[src/rtl/cnv_pkg.sv]
// Shared constants and types for the clamp-to-edge convolution block.
// Used by cnv_queue, cnv_front, cnv_back and the top level; no dependencies of its own.
`default_nettype none
package cnv_pkg;

    localparam int MAX_KERNEL_DEF = 7;
    localparam int MAX_WIDTH_DEF  = 1024;
    localparam int MAX_HEIGHT_DEF = 1024;
    localparam int QUEUE_DEPTH    = 4;

    // Operation codes of an input transaction
    localparam logic [1:0] OP_LOAD  = 2'd0;
    localparam logic [1:0] OP_PIXEL = 2'd1;
    localparam logic [1:0] OP_DRAIN = 2'd2;
    localparam logic [1:0] OP_NONE  = 2'd3;

    // Configuration register indexes
    localparam logic [1:0] CFG_KERNEL = 2'd0;
    localparam logic [1:0] CFG_WIDTH  = 2'd1;
    localparam logic [1:0] CFG_HEIGHT = 2'd2;
    localparam logic [1:0] CFG_NONE   = 2'd3;

    localparam logic [2:0]  KERNEL_RST = 3'd3;
    localparam logic [10:0] WIDTH_RST  = 11'd640;
    localparam logic [10:0] HEIGHT_RST = 11'd480;

    localparam int FRAC_BITS  = 12;
    localparam int ROUND_HALF = 2048;
    localparam int OUT_MAX    = 131071;
    localparam int OUT_MIN    = -131072;
    localparam int PROD_W     = 25;

    // Back-end status seen by the front end
    typedef struct packed {
        logic idle;      // no job in flight in the back end
        logic fe_done;   // frame-end result left the output register
    } back_stat_t;

endpackage
`default_nettype wire

[src/rtl/cnv_front.sv]
// Front end: configuration registers, input classification, row store and
// coefficient writes, raster position tracking, job issue. Depends on cnv_pkg.
`default_nettype none
module cnv_front
    import cnv_pkg::*;
#(
    parameter int MAX_KERNEL = MAX_KERNEL_DEF,
    parameter int MAX_WIDTH  = MAX_WIDTH_DEF,
    parameter int MAX_HEIGHT = MAX_HEIGHT_DEF,
    localparam int TD  = MAX_KERNEL * MAX_KERNEL,
    localparam int CIW = (TD > 1) ? $clog2(TD) : 1,
    localparam int KW  = $clog2(MAX_KERNEL + 1),
    localparam int WW  = $clog2(MAX_WIDTH + 1),
    localparam int HW  = $clog2(MAX_HEIGHT + 1),
    localparam int CW  = $clog2(MAX_WIDTH),
    localparam int RW  = $clog2(MAX_HEIGHT),
    localparam int SD  = MAX_KERNEL * MAX_WIDTH,
    localparam int SAW = $clog2(SD),
    localparam int JW  = 1 + SAW + RW + CW
) (
    input  wire logic             clk,
    input  wire logic             rst_n,
    input  wire logic             cfg_write,
    input  wire logic [1:0]       cfg_index,
    input  wire logic [10:0]      cfg_data,
    input  wire logic             in_valid,
    output logic                  in_ready,
    input  wire logic [1:0]       operation,
    input  wire logic [5:0]       coeff_index,
    input  wire logic signed [15:0] coeff_value,
    input  wire logic [7:0]       pixel_value,
    output logic      [KW-1:0]    eff_k,
    output logic      [WW-1:0]    eff_w,
    output logic      [HW-1:0]    eff_h,
    output logic                  coef_we,
    output logic      [CIW-1:0]   coef_waddr,
    output logic      [15:0]      coef_wdata,
    output logic      [TD-1:0]    coef_valid,
    output logic                  pix_we,
    output logic      [SAW-1:0]   pix_waddr,
    output logic      [7:0]       pix_wdata,
    output logic                  q_push,
    output logic      [JW-1:0]    q_data,
    input  wire logic             q_full,
    input  wire logic             q_empty,
    input  wire back_stat_t       bstat
);

    localparam int POS_W = $clog2(MAX_WIDTH * MAX_HEIGHT + 1);

    logic [2:0]       cfg_k_reg;
    logic [10:0]      cfg_w_reg, cfg_h_reg;
    logic [TD-1:0]    cvalid_reg;
    logic [POS_W-1:0] in_pos_reg, out_pos_reg;
    logic [SAW-1:0]   in_addr_reg, out_addr_reg;
    logic [CW-1:0]    out_col_reg;
    logic [RW-1:0]    out_row_reg;
    logic             frame_busy_reg;

    logic [KW-1:0]    k_min;
    logic [KW-1:0]    half;
    logic [POS_W-1:0] total, lag;
    logic             is_load, is_pix, is_drain, pix_take, pix_emit, drain_emit;
    logic             accept, emit, fe, load_ok;

    // Effective configuration: clamp and force odd kernel
    always_comb
    begin
        if (32'(cfg_k_reg) > 32'(MAX_KERNEL))
        begin
            k_min = KW'(MAX_KERNEL);
        end
        else
        begin
            k_min = KW'(cfg_k_reg);
        end
        if (k_min == '0)
        begin
            eff_k = KW'(1);
        end
        else if (!k_min[0])
        begin
            eff_k = k_min - KW'(1);
        end
        else
        begin
            eff_k = k_min;
        end
        if (cfg_w_reg == '0)
        begin
            eff_w = WW'(1);
        end
        else if (32'(cfg_w_reg) > 32'(MAX_WIDTH))
        begin
            eff_w = WW'(MAX_WIDTH);
        end
        else
        begin
            eff_w = WW'(cfg_w_reg);
        end
        if (cfg_h_reg == '0)
        begin
            eff_h = HW'(1);
        end
        else if (32'(cfg_h_reg) > 32'(MAX_HEIGHT))
        begin
            eff_h = HW'(MAX_HEIGHT);
        end
        else
        begin
            eff_h = HW'(cfg_h_reg);
        end
    end

    assign half  = eff_k >> 1;
    assign total = POS_W'(eff_w) * POS_W'(eff_h);
    assign lag   = POS_W'(half) * POS_W'(eff_w) + POS_W'(half);

    assign is_load  = (operation == OP_LOAD);
    assign is_pix   = (operation == OP_PIXEL);
    assign is_drain = (operation == OP_DRAIN);

    assign pix_take   = (in_pos_reg < total);
    assign pix_emit   = pix_take && (in_pos_reg >= out_pos_reg + lag);
    assign drain_emit = (in_pos_reg >= total) && (out_pos_reg < total);
    assign load_ok    = bstat.idle && q_empty;

    always_comb
    begin
        case (operation)
            OP_LOAD:  in_ready = load_ok;
            OP_PIXEL: in_ready = !pix_take || (!frame_busy_reg && !(pix_emit && q_full));
            OP_DRAIN: in_ready = !(drain_emit && q_full);
            default:  in_ready = 1'b1;
        endcase
    end

    assign accept = in_valid && in_ready;
    assign emit   = accept && ((is_pix && pix_emit) || (is_drain && drain_emit));
    assign fe     = (out_pos_reg + POS_W'(1) == total);

    assign coef_we    = accept && is_load && (32'(coeff_index) < TD);
    assign coef_waddr = CIW'(coeff_index);
    assign coef_wdata = coeff_value;
    assign coef_valid = cvalid_reg;

    assign pix_we    = accept && is_pix && pix_take;
    assign pix_waddr = in_addr_reg;
    assign pix_wdata = pixel_value;

    assign q_push = emit;
    assign q_data = {fe, out_addr_reg, out_row_reg, out_col_reg};

    always_ff @(posedge clk or negedge rst_n)
    begin
        if (!rst_n)
        begin
            cfg_k_reg      <= KERNEL_RST;
            cfg_w_reg      <= WIDTH_RST;
            cfg_h_reg      <= HEIGHT_RST;
            cvalid_reg     <= '0;
            in_pos_reg     <= '0;
            out_pos_reg    <= '0;
            in_addr_reg    <= '0;
            out_addr_reg   <= '0;
            out_col_reg    <= '0;
            out_row_reg    <= '0;
            frame_busy_reg <= 1'b0;
        end
        else
        begin
            if (bstat.fe_done)
            begin
                frame_busy_reg <= 1'b0;
            end
            if (coef_we)
            begin
                cvalid_reg[coef_waddr] <= 1'b1;
            end
            if (pix_we)
            begin
                in_pos_reg <= in_pos_reg + POS_W'(1);
                if (in_addr_reg == SAW'(SD - 1))
                begin
                    in_addr_reg <= '0;
                end
                else
                begin
                    in_addr_reg <= in_addr_reg + SAW'(1);
                end
            end
            if (emit)
            begin
                out_pos_reg <= out_pos_reg + POS_W'(1);
                if (out_addr_reg == SAW'(SD - 1))
                begin
                    out_addr_reg <= '0;
                end
                else
                begin
                    out_addr_reg <= out_addr_reg + SAW'(1);
                end
                if (32'(out_col_reg) + 1 == 32'(eff_w))
                begin
                    out_col_reg <= '0;
                    out_row_reg <= out_row_reg + RW'(1);
                end
                else
                begin
                    out_col_reg <= out_col_reg + CW'(1);
                end
                // last result of the frame: both sides restart
                if (fe)
                begin
                    in_pos_reg     <= '0;
                    in_addr_reg    <= '0;
                    out_pos_reg    <= '0;
                    out_addr_reg   <= '0;
                    out_col_reg    <= '0;
                    out_row_reg    <= '0;
                    frame_busy_reg <= 1'b1;
                end
            end
            if (cfg_write)
            begin
                case (cfg_index)
                    CFG_KERNEL: cfg_k_reg <= cfg_data[2:0];
                    CFG_WIDTH:  cfg_w_reg <= cfg_data;
                    CFG_HEIGHT: cfg_h_reg <= cfg_data;
                    default:    ;
                endcase
                if (cfg_index != CFG_NONE)
                begin
                    in_pos_reg   <= '0;
                    in_addr_reg  <= '0;
                    out_pos_reg  <= '0;
                    out_addr_reg <= '0;
                    out_col_reg  <= '0;
                    out_row_reg  <= '0;
                end
            end
        end
    end

endmodule
`default_nettype wire

[config.mk]
export PLATFORM = sky130hd
export DESIGN_NAME = cnv_front
export DESIGN_NICKNAME = d
export VERILOG_FILES = /design/src/rtl/cnv_pkg.sv /design/src/rtl/cnv_front.sv
export SDC_FILE = /design/constraint.sdc
export NUM_CORES = 1
export LEC_CHECK = 0
export BUFFER_PORTS_ARGS = -buffer_cell sky130_fd_sc_hd__buf_4
export CAP_MARGIN = 40
export CORE_ASPECT_RATIO = 1.25
export CORE_UTILIZATION = 50
export DETAILED_ROUTE_END_ITERATION = 12
export GPL_TIMING_DRIVEN = 0
export PLACE_DENSITY = 0.71
export SLEW_MARGIN = 40
export SYNTH_ARGS = -nofsm -noshare
export SYNTH_HDL_FRONTEND = slang
export SYNTH_SLANG_ARGS = --single-unit
export TNS_END_PERCENT = 5
[constraint.sdc]
create_clock -name clk -period 10.1 [get_ports clk]
set_clock_uncertainty 0.05 [all_clocks]
set_input_delay 1.01 -clock clk [delete_from_list [all_inputs] [get_ports clk]]
set_output_delay 1.01 -clock clk [all_outputs]
set_load 0.03 [all_outputs]
# Word-level counts from Yosys, hierarchy flattened

Index checks and enable logic that the tools add are counted.

Multiply operators: 2
Reduce and logical (&&, ||, !) cells: 29
Bitwise operators: 1
Equality and inequality tests: 9
Order comparisons: 9
Add/subtract/negate cells: 10
Multiplexer cells: 42

Operators by type and width:

| operator                                                   | number |
|---|---|
| two-way mux 21 bit                                         | 9 |
| two-way mux 13 bit                                         | 11 |
| two-way mux 10 bit                                         | 10 |
| OR 49 bit                                                  | 1 |
| two-way mux 11 bit                                         | 4 |
| adder 21 x 1 -> 21 bit, second input constant              | 2 |
| >= comparator 21 bit                                       | 2 |
| less-than comparator 21 bit                                | 2 |
| adder 13 x 1 -> 13 bit, second input constant              | 2 |
| == test 13 bit, second input constant                      | 2 |
| greater-than comparator 11 bit, second input constant      | 2 |
| zero test 11 bit                                           | 2 |
| adder 21 x 14 -> 21 bit                                    | 1 |
| == test 21 bit                                             | 1 |
| multiplier 11 x 11 -> 21 bit                               | 1 |
| adder 10 x 1 -> 10 bit, second input constant              | 2 |
| logical AND 1 bit                                          | 15 |
| adder 13 x 2 -> 14 bit                                     | 1 |
| multiplier 2 x 11 -> 13 bit                                | 1 |
| adder 10 x 1 -> 11 bit, second input constant              | 1 |
| == test 11 bit                                             | 1 |
| less-than comparator 6 x 7 -> 1 bit, second input constant | 1 |
| demux 1 bit (select 6 bit)                                 | 1 |
| >= comparator 6 x 1 -> 1 bit, second input constant        | 1 |
| 13 further kinds                                           | 26 |

Logic and storage cells: 113
Input bits: 53
Register bits: 163
Output and inout bits: 155

# Longest topological paths before layout

Gate-level depths: netlist (run 1).

Word-level depth: 21
Gate-level depth with buffers: 36
Mapped depth without buffers: 33

# Worst setup path after synthesis (run 1)

No wires, ideal clock.

Kind: reg2out
From: register cfg_w_reg[10]
To: output port q_push
Required time: 9.040 ns
Buffers on the path: 5
Stages on the path, launching flop included: 32
Slack: 0.719 ns
Arrival: 8.321 ns
Path through: dfrtp_1 clkinv_1 clkbuf_1 nand2_1 inv_1 clkbuf_1 nand2_1 fa_1 fa_1 inv_1 fa_1 fa_1 inv_1 fa_1 inv_1 ha_1 a2111oi_4 o21ai_2 a41oi_1 xnor2_1 inv_1 ha_1 nand3_1 or4_1 or4b_1 a31o_1 a221oi_4 o22ai_2 buf_6 buf_2 buf_2 inv_1

Cells in the longest elaborated chain, start to end: 15
Elaborated cells on any way between the ends: 27
Those cells by class: add/sub: 2; mul: 2; order compare: 5; mux: 3; reduce/logical: 15

Ends and longest elaborated chain:

| element                         | RTL line         | text |
|---|---|---|
| start: declaration              | cnv_front.sv:52  | `logic [10:0] cfg_w_reg, cfg_h_reg;` |
| start signal: assignment        | cnv_front.sv:228 | `CFG_WIDTH: cfg_w_reg <= cfg_data;` |
| greater-than comparator 11 bit  | cnv_front.sv:93  | `else if (32'(cfg_w_reg) > 32'(MAX_WIDTH))` |
| two-way mux 11 bit              | cnv_front.sv:93  |  |
| two-way mux 11 bit (*)          | cnv_front.sv:89  | `if (cfg_w_reg == '0)` |
| net eff_w[8]                    | cnv_front.sv:33  | `output logic [WW-1:0] eff_w,` |
| multiplier 2 x 11 -> 13 bit     | cnv_front.sv:117 | `assign lag = POS_W'(half) * POS_W'(eff_w) + POS_W'(half);` |
| adder 13 x 2 -> 14 bit          | cnv_front.sv:117 |  |
| adder 21 x 14 -> 21 bit         | cnv_front.sv:124 | `assign pix_emit = pix_take && (in_pos_reg >= out_pos_reg + lag);` |
| >= comparator 21 bit            | cnv_front.sv:124 |  |
| logical AND 1 bit               | cnv_front.sv:124 |  |
| logical AND 1 bit               | cnv_front.sv:132 | `OP_PIXEL: in_ready = !pix_take \|\| (!frame_busy_reg && !(pix_emit && q_full));` |
| zero test 1 bit                 | cnv_front.sv:132 |  |
| logical AND 1 bit               | cnv_front.sv:132 |  |
| logical OR 1 bit                | cnv_front.sv:132 |  |
| case mux 1 bit (3 select lines) | cnv_front.sv:130 | `case (operation)` |
| logical AND 1 bit               | cnv_front.sv:138 | `assign accept = in_valid && in_ready;` |
| logical AND 1 bit (*)           | cnv_front.sv:139 | `assign emit = accept && ((is_pix && pix_emit) \|\| (is_drain && drain_emit));` |
| end: declaration                | cnv_front.sv:42  | `output logic q_push,` |

The timed path passes the listed nets; every way through them passes the cells marked *.

# Final worst setup path (run 1)

From: register cfg_w_reg[10]
To: output port q_push

Cells in the longest elaborated chain, start to end: 15
Elaborated cells on any way between the ends: 27
Those cells by class: add/sub: 2; mul: 2; order compare: 5; mux: 3; reduce/logical: 15

Ends and longest elaborated chain:

| element                         | RTL line |
|---|---|
| greater-than comparator 11 bit  | cnv_front.sv:93 |
| two-way mux 11 bit              | cnv_front.sv:93 |
| two-way mux 11 bit (*)          | cnv_front.sv:89 |
| multiplier 2 x 11 -> 13 bit     | cnv_front.sv:117 |
| adder 13 x 2 -> 14 bit          | cnv_front.sv:117 |
| adder 21 x 14 -> 21 bit         | cnv_front.sv:124 |
| >= comparator 21 bit            | cnv_front.sv:124 |
| logical AND 1 bit               | cnv_front.sv:124 |
| logical AND 1 bit               | cnv_front.sv:132 |
| zero test 1 bit                 | cnv_front.sv:132 |
| logical AND 1 bit               | cnv_front.sv:132 |
| logical OR 1 bit                | cnv_front.sv:132 |
| case mux 1 bit (3 select lines) | cnv_front.sv:130 |
| logical AND 1 bit               | cnv_front.sv:138 |
| logical AND 1 bit (*)           | cnv_front.sv:139 |

Mark *: on every way between the ends. The rest lies on a longest branch, timed or not.

==> results.sh, run 1 <==
export IMPL_status="complete, no violations"
export IMPL_worstPathArrival_ns=8.80
export IMPL_avgRoutedWirePerCell_um=18.4
export IMPL_grt_antenna_before_repair=0
export IMPL_port_buffers=180
export IMPL_powerDensity_mw_per_mm2=189
export IMPL_die_width_um=159
export IMPL_syn_inst=1714
export IMPL_crit_fanout=10
export IMPL_final_common_cell="buf_4"
export IMPL_fin_ws_ns=0.238
export IMPL_cts_sinks=163
export IMPL_layout_nets=2210
export IMPL_synth_edf_count=0
export IMPL_largest_reg_flops=49
export IMPL_regArea_mm2=0.00409
export IMPL_syn_to_final_growth_pct=18.6
export IMPL_dpl_cell_area_mm2=0.0174
export IMPL_finalPower_mw=3.45
export IMPL_grt_pass1_vias=13300
export IMPL_hold_class="in -> async"
export IMPL_gp_congestion=0.987
export IMPL_holdBufCountCts=0
export IMPL_max_vdd_ir_drop_mv=0.123
export IMPL_fin_crit_sh=0.976
export IMPL_setup_viol=0
export IMPL_clk_latency_ns=0.46
export IMPL_grt_pass1_wl_um=69100
export IMPL_cts_tree="built"
export IMPL_die_y_um=198
export IMPL_hold_slack_ns=0.362
export IMPL_max_freq_mhz=101
export IMPL_drtIter0Drc=789
export IMPL_cts_root_buffer="clkbuf_16"
export IMPL_num_io_pins=208
export IMPL_multiInputGateArea_mm2=0.0103
export IMPL_crit_type="reg -> out"
export IMPL_start_util=0.511
export IMPL_worst_pin_slew_ns=0.775
export IMPL_path_clk_slew_ns=0.08
export IMPL_rsz0062_at_grt="yes"
export IMPL_rrSetupSlack_ns=0.78
export IMPL_cts_htree_levels=4
export IMPL_ys_seq_elements=163
export IMPL_cp_end_kind="output port"
export IMPL_syn_area_per_cell_um2=9.00
export IMPL_crit_slowest_cell="or4b_4"
export IMPL_drc=0
export IMPL_p_leak_nw=9.07
export IMPL_cap_violations=0
export IMPL_period_needed_ns=9.86
export IMPL_crit_required_ns=9.04
export IMPL_ys_flop_type="dfrtp_1"
export IMPL_rows=71
export IMPL_synth_fp_nets=2002
export IMPL_cts_buffer_depth=2
export IMPL_r2r_cells=32
export IMPL_crit_path_frequent_cell="fa_1"
export IMPL_grt_overflow=0
export IMPL_core_mm2=0.0302
export IMPL_track_usage=0.277
export IMPL_vias=13500
export IMPL_drt_wl_total_um=43000
export IMPL_async_flop_share=1.00
export IMPL_r2r_start="cfg_w_reg[10]"
export IMPL_synth_cell_types=87
export IMPL_dieArea_mm2=0.0316
export IMPL_hold_viol=0
export IMPL_drive_above_1_share=0.230
export IMPL_ys_seq_area_frac=0.265
export IMPL_r2r_end="out_pos_reg[10]"
export IMPL_cts_buffers_inserted=17
export IMPL_avgViaCountPerCell=5.76
export IMPL_drv_slew=0
export IMPL_dp_hpwl_um=33200
export IMPL_final_cell_mix="buf_4, inv_1, dfrtp_1"
export IMPL_ant_nets=0
export IMPL_pre_cts_slack_ns=-0.919
export IMPL_slowest_delay_ns=0.56
export IMPL_yosys_warnings=0
export IMPL_design_area_mm2=0.0183
export IMPL_first_pass_iters=5
export IMPL_antennaDiodeCount=0
export IMPL_fillCellCount=2702
export IMPL_grt_max_degree=75
export IMPL_cp_start_kind="register"
export IMPL_max_slew_margin_rel=0.483
export IMPL_synth_area_mm2=0.0154
worst max-delay path: cells and delay by family (launching register included):
family          cells  cell delay [ns]
fa+ha+maj           7             3.01
compound gates      7             1.67
mux                 1             0.29
flops               1             0.41
xor+xnor            1             0.19
buf+inv            11             1.81
simple gates        4             0.94
layout make-up:
type | count | share of cell area
clock buffers | 17 | 0.0232
inverters | 188 | 0.0406
clock inverters | 15 | 0.00971
multi-input cells | 1265 | 0.565
repair buffers | 195 | 0.0826
flip-flops and latches | 163 | 0.223
plain buffers | 92 | 0.0275
well taps | 401 | 0.0274
cells in the mapped netlist, drive strengths merged (25+ instances only):
cell    number  share of area
nor2       130          0.032
inv        179          0.044
or3         28          0.011
a31o        55          0.031
clkbuf      49          0.012
xnor2       55          0.032
o21ai       64          0.021
dfrtp      155           0.25
mux2        25          0.018
xor2        47          0.027
buf         49          0.021
nand2      156          0.038
ha         144           0.12
a21oi      112          0.036
nand3       45          0.015
fa          91           0.12
report_power, final:
| group | switching, mW | internal, mW | total (mW) |
|---|---|---|---|
| combinational | 1.24 | 0.809 | 2.05 |
| sequential | 0.0343 | 0.696 | 0.730 |
| clock | 0.333 | 0.336 | 0.670 |
kinds of logic after synthesis:
family / share of synthesized area
AOI/OAI and AO/OA: 0.151
xor gates and xnor gates: 0.0686
adders and majority gates: 0.237
buffers and inverters: 0.0789
DFF: 0.265
muxes: 0.0224
other: 0.000243
and+or+nand+nor: 0.177
layer usage:
metal | wire length [µm] | part of all wire | track usage | vias to the layer above
met2 | 21300 | 0.49 | 0.483 | 445
li1 | - | - | - | 6301
met5 | 0 | 0 | 0 | -
met1 | 17600 | 0.41 | 0.340 | 6637
met3 | 2350 | 0.055 | 0.0463 | 84
met4 | 1710 | 0.040 | 0.116 | 0
worst max-delay path by stage:
stage | startpoint | to | slack (ns) | depth (start not counted)
2_1_floorplan | cfg_w_reg[10] | q_push | 0.72 | 31
3_3_place_gp | cfg_w_reg[10] | q_push | -0.88 | 32
3_5_place_dp | cfg_w_reg[10] | q_push | -0.92 | 33
4_1_cts | cfg_w_reg[10] | q_push | 0.01 | 30
5_1_grt | cfg_w_reg[10] | q_push | -0.03 | 30
6_report | cfg_w_reg[10] | q_push | 0.24 | 31
through the flow:
step / instances / setup TNS [ns] / util
CTS: 2335 / 0 / 0.602
floorplan: 1714 / 0 / -
global placement: 2295 / -5.53 / 0.572
global route: 2336 / -0.0282 / 0.606
finish: 2336 / 0 / 0.606
detailed placement: 2297 / -11.56 / 0.575
repair_timing:
action / 4_1_cts / 5_1_grt
pin swaps: 7 / 1
setup endpoints to repair: 78 / 3
resized for setup: 44 / 26
buffers inserted: 9 / 4
Power figures use the tool's default switching activity.
==> run 2: changes to the inputs <==
- MAX_ROUTING_LAYER: not set -> met4
- RECOVER_POWER: not set -> 25
==> results.sh, run 2 (synthesis results as in run 1) <==
export IMPL_crit_type="reg -> out"
export IMPL_path_clk_slew_ns=0.07
export IMPL_layout_nets=2210
export IMPL_worstPathArrival_ns=8.90
export IMPL_drc=0
export IMPL_worst_hold_path_endpoint="coef_valid[18]"
export IMPL_pre_cts_slack_ns=-0.899
export IMPL_whs_path_depth=1
export IMPL_final_cells=2336
export IMPL_cp_startpoint="cfg_w_reg[10]"
export IMPL_crit_slowest_cell="or4b_4"
export IMPL_final_common_cell="buf_4"
export IMPL_ant_nets=0
export IMPL_avgRoutedWirePerCell_um=18.4
export IMPL_p_leak_nw=9.03
export IMPL_drtIter0Drc=844
export IMPL_grt_pass1_vias=13000
export IMPL_powerDensity_mw_per_mm2=189
export IMPL_violations="max-capacitance violations, max-slew violations"
export IMPL_fin_crit_sh=0.986
export IMPL_holdBufCountCts=0
export IMPL_cap_violations=3
export IMPL_dpl_cell_count=2297
export IMPL_rsz0062_at_grt="yes"
export IMPL_cts_root_buffer="clkbuf_16"
export IMPL_design_area_mm2=0.0182
export IMPL_gp_congestion=1.00
export IMPL_utilization=0.604
export IMPL_hold_viol=0
export IMPL_grt_antenna_before_repair=0
export IMPL_cts_tree="built"
export IMPL_vias=13300
export IMPL_worst_pin_slew_ns=3.19
export IMPL_period_needed_ns=9.96
export IMPL_clk_latency_ns=0.45
export IMPL_drv_slew=168
export IMPL_dp_hpwl_um=33400
export IMPL_antennaDiodeCount=0
export IMPL_r2r_end="out_pos_reg[1]"
export IMPL_core_mm2=0.0302
export IMPL_cp_start_kind="register"
export IMPL_finalPower_mw=3.45
export IMPL_slowest_delay_ns=0.57
export IMPL_rows=71
export IMPL_r2r_start="cfg_w_reg[10]"
export IMPL_fin_ws_ns=0.144
export IMPL_rrSetupSlack_ns=0.80
export IMPL_grt_overflow=0
export IMPL_largest_reg_flops=49
export IMPL_cts_buffers_inserted=17
export IMPL_finalSetupTns_ns=0
export IMPL_start_util=0.511
export IMPL_die_width_um=159
export IMPL_cts_sinks=163
export IMPL_track_usage=0.283
export IMPL_cts_buffer_depth=2
export IMPL_crit_required_ns=9.04
export IMPL_setup_viol=0
export IMPL_crit_fanout=19
export IMPL_die_y_um=198
export IMPL_drive_above_1_share=0.226
export IMPL_cts_htree_levels=4
export IMPL_num_io_pins=208
export IMPL_hp_start="coef_valid[18]"
export IMPL_cp_end_kind="output port"
export IMPL_max_freq_mhz=100
export IMPL_grt_max_degree=58
export IMPL_dieArea_mm2=0.0316
export IMPL_max_vdd_ir_drop_mv=0.104
export IMPL_r2r_cells=32
export IMPL_grt_pass1_wl_um=68100
export IMPL_syn_to_final_growth_pct=18.3
export IMPL_hold_class="reg -> reg"
export IMPL_drt_wl_total_um=43100
export IMPL_final_cell_mix="buf_4, inv_1, dfrtp_1"
export IMPL_crit_path_frequent_cell="fa_1"
export IMPL_avgViaCountPerCell=5.70
export IMPL_first_pass_iters=5
export IMPL_dpl_cell_area_mm2=0.0174
export IMPL_hold_slack_ns=0.420
export IMPL_port_buffers=180
export IMPL_max_slew_margin_rel=-1.13
export IMPL_status="finished, violations left"
[run 2: changes by cell type in the layout (fill, tap and decap cells not counted), moves of 2 or more]
cell	before	now
a21oi_2	6	4
clkbuf_1	36	40
inv_4	2	0
inv_1	172	174
inv_6	5	3
buf_16	2	0
clkbuf_2	8	6
inv_2	2	0
a21oi_1	105	107
[run 2: layout make-up]
type	count	area [µm²]
inverter	188	738
timing repair buffer	195	1450
sequential	163	4090
clock buffer	18	439
clock inverter	14	156
tap	401	502
multi-input combinational	1265	10400
fill	2709	12000
buffer	92	508
[run 2: power breakdown]
part	internal [mW]	total, mW	switching, mW
Sequential	0.696	0.731	0.0353
Clock	0.339	0.666	0.327
Combinational	0.806	2.05	1.25
Total	1.84	3.45	1.61
[run 2: how the worst max path moves through the flow]
stage | slack [ns] | end | depth (start not counted)
finish | 0.14 | q_push | 31
global route | -0.16 | q_push | 31
CTS | 0.02 | q_push | 30
detailed placement | -0.90 | q_push | 33
global placement | -0.87 | q_push | 32
floorplan | 0.72 | q_push | 31
[run 2: worst max-delay path: cells and delay by family (launching register included)]
kind | cells | cell delay (ns)
buf+inv | 11 | 1.81
compound gates | 7 | 1.71
flops | 1 | 0.43
simple gates | 4 | 0.94
fa+ha+maj | 7 | 3.09
xor+xnor | 1 | 0.17
mux | 1 | 0.29
[run 2: what timing repair did]
item	CTS	global route
buffers inserted	6	7
resized for setup	33	35
pin swaps	3	2
endpoints found under the setup margin	78	4
endpoints found under the hold margin	0	0
[run 2: routing by layer]
layer,vias up,part of all wire,global-route usage
met3,91,0.053,0.0427
met4,0,0.043,0.132
li1,6285,-,-
met1,6513,0.41,0.336
met2,435,0.49,0.476
met5,-,0,-
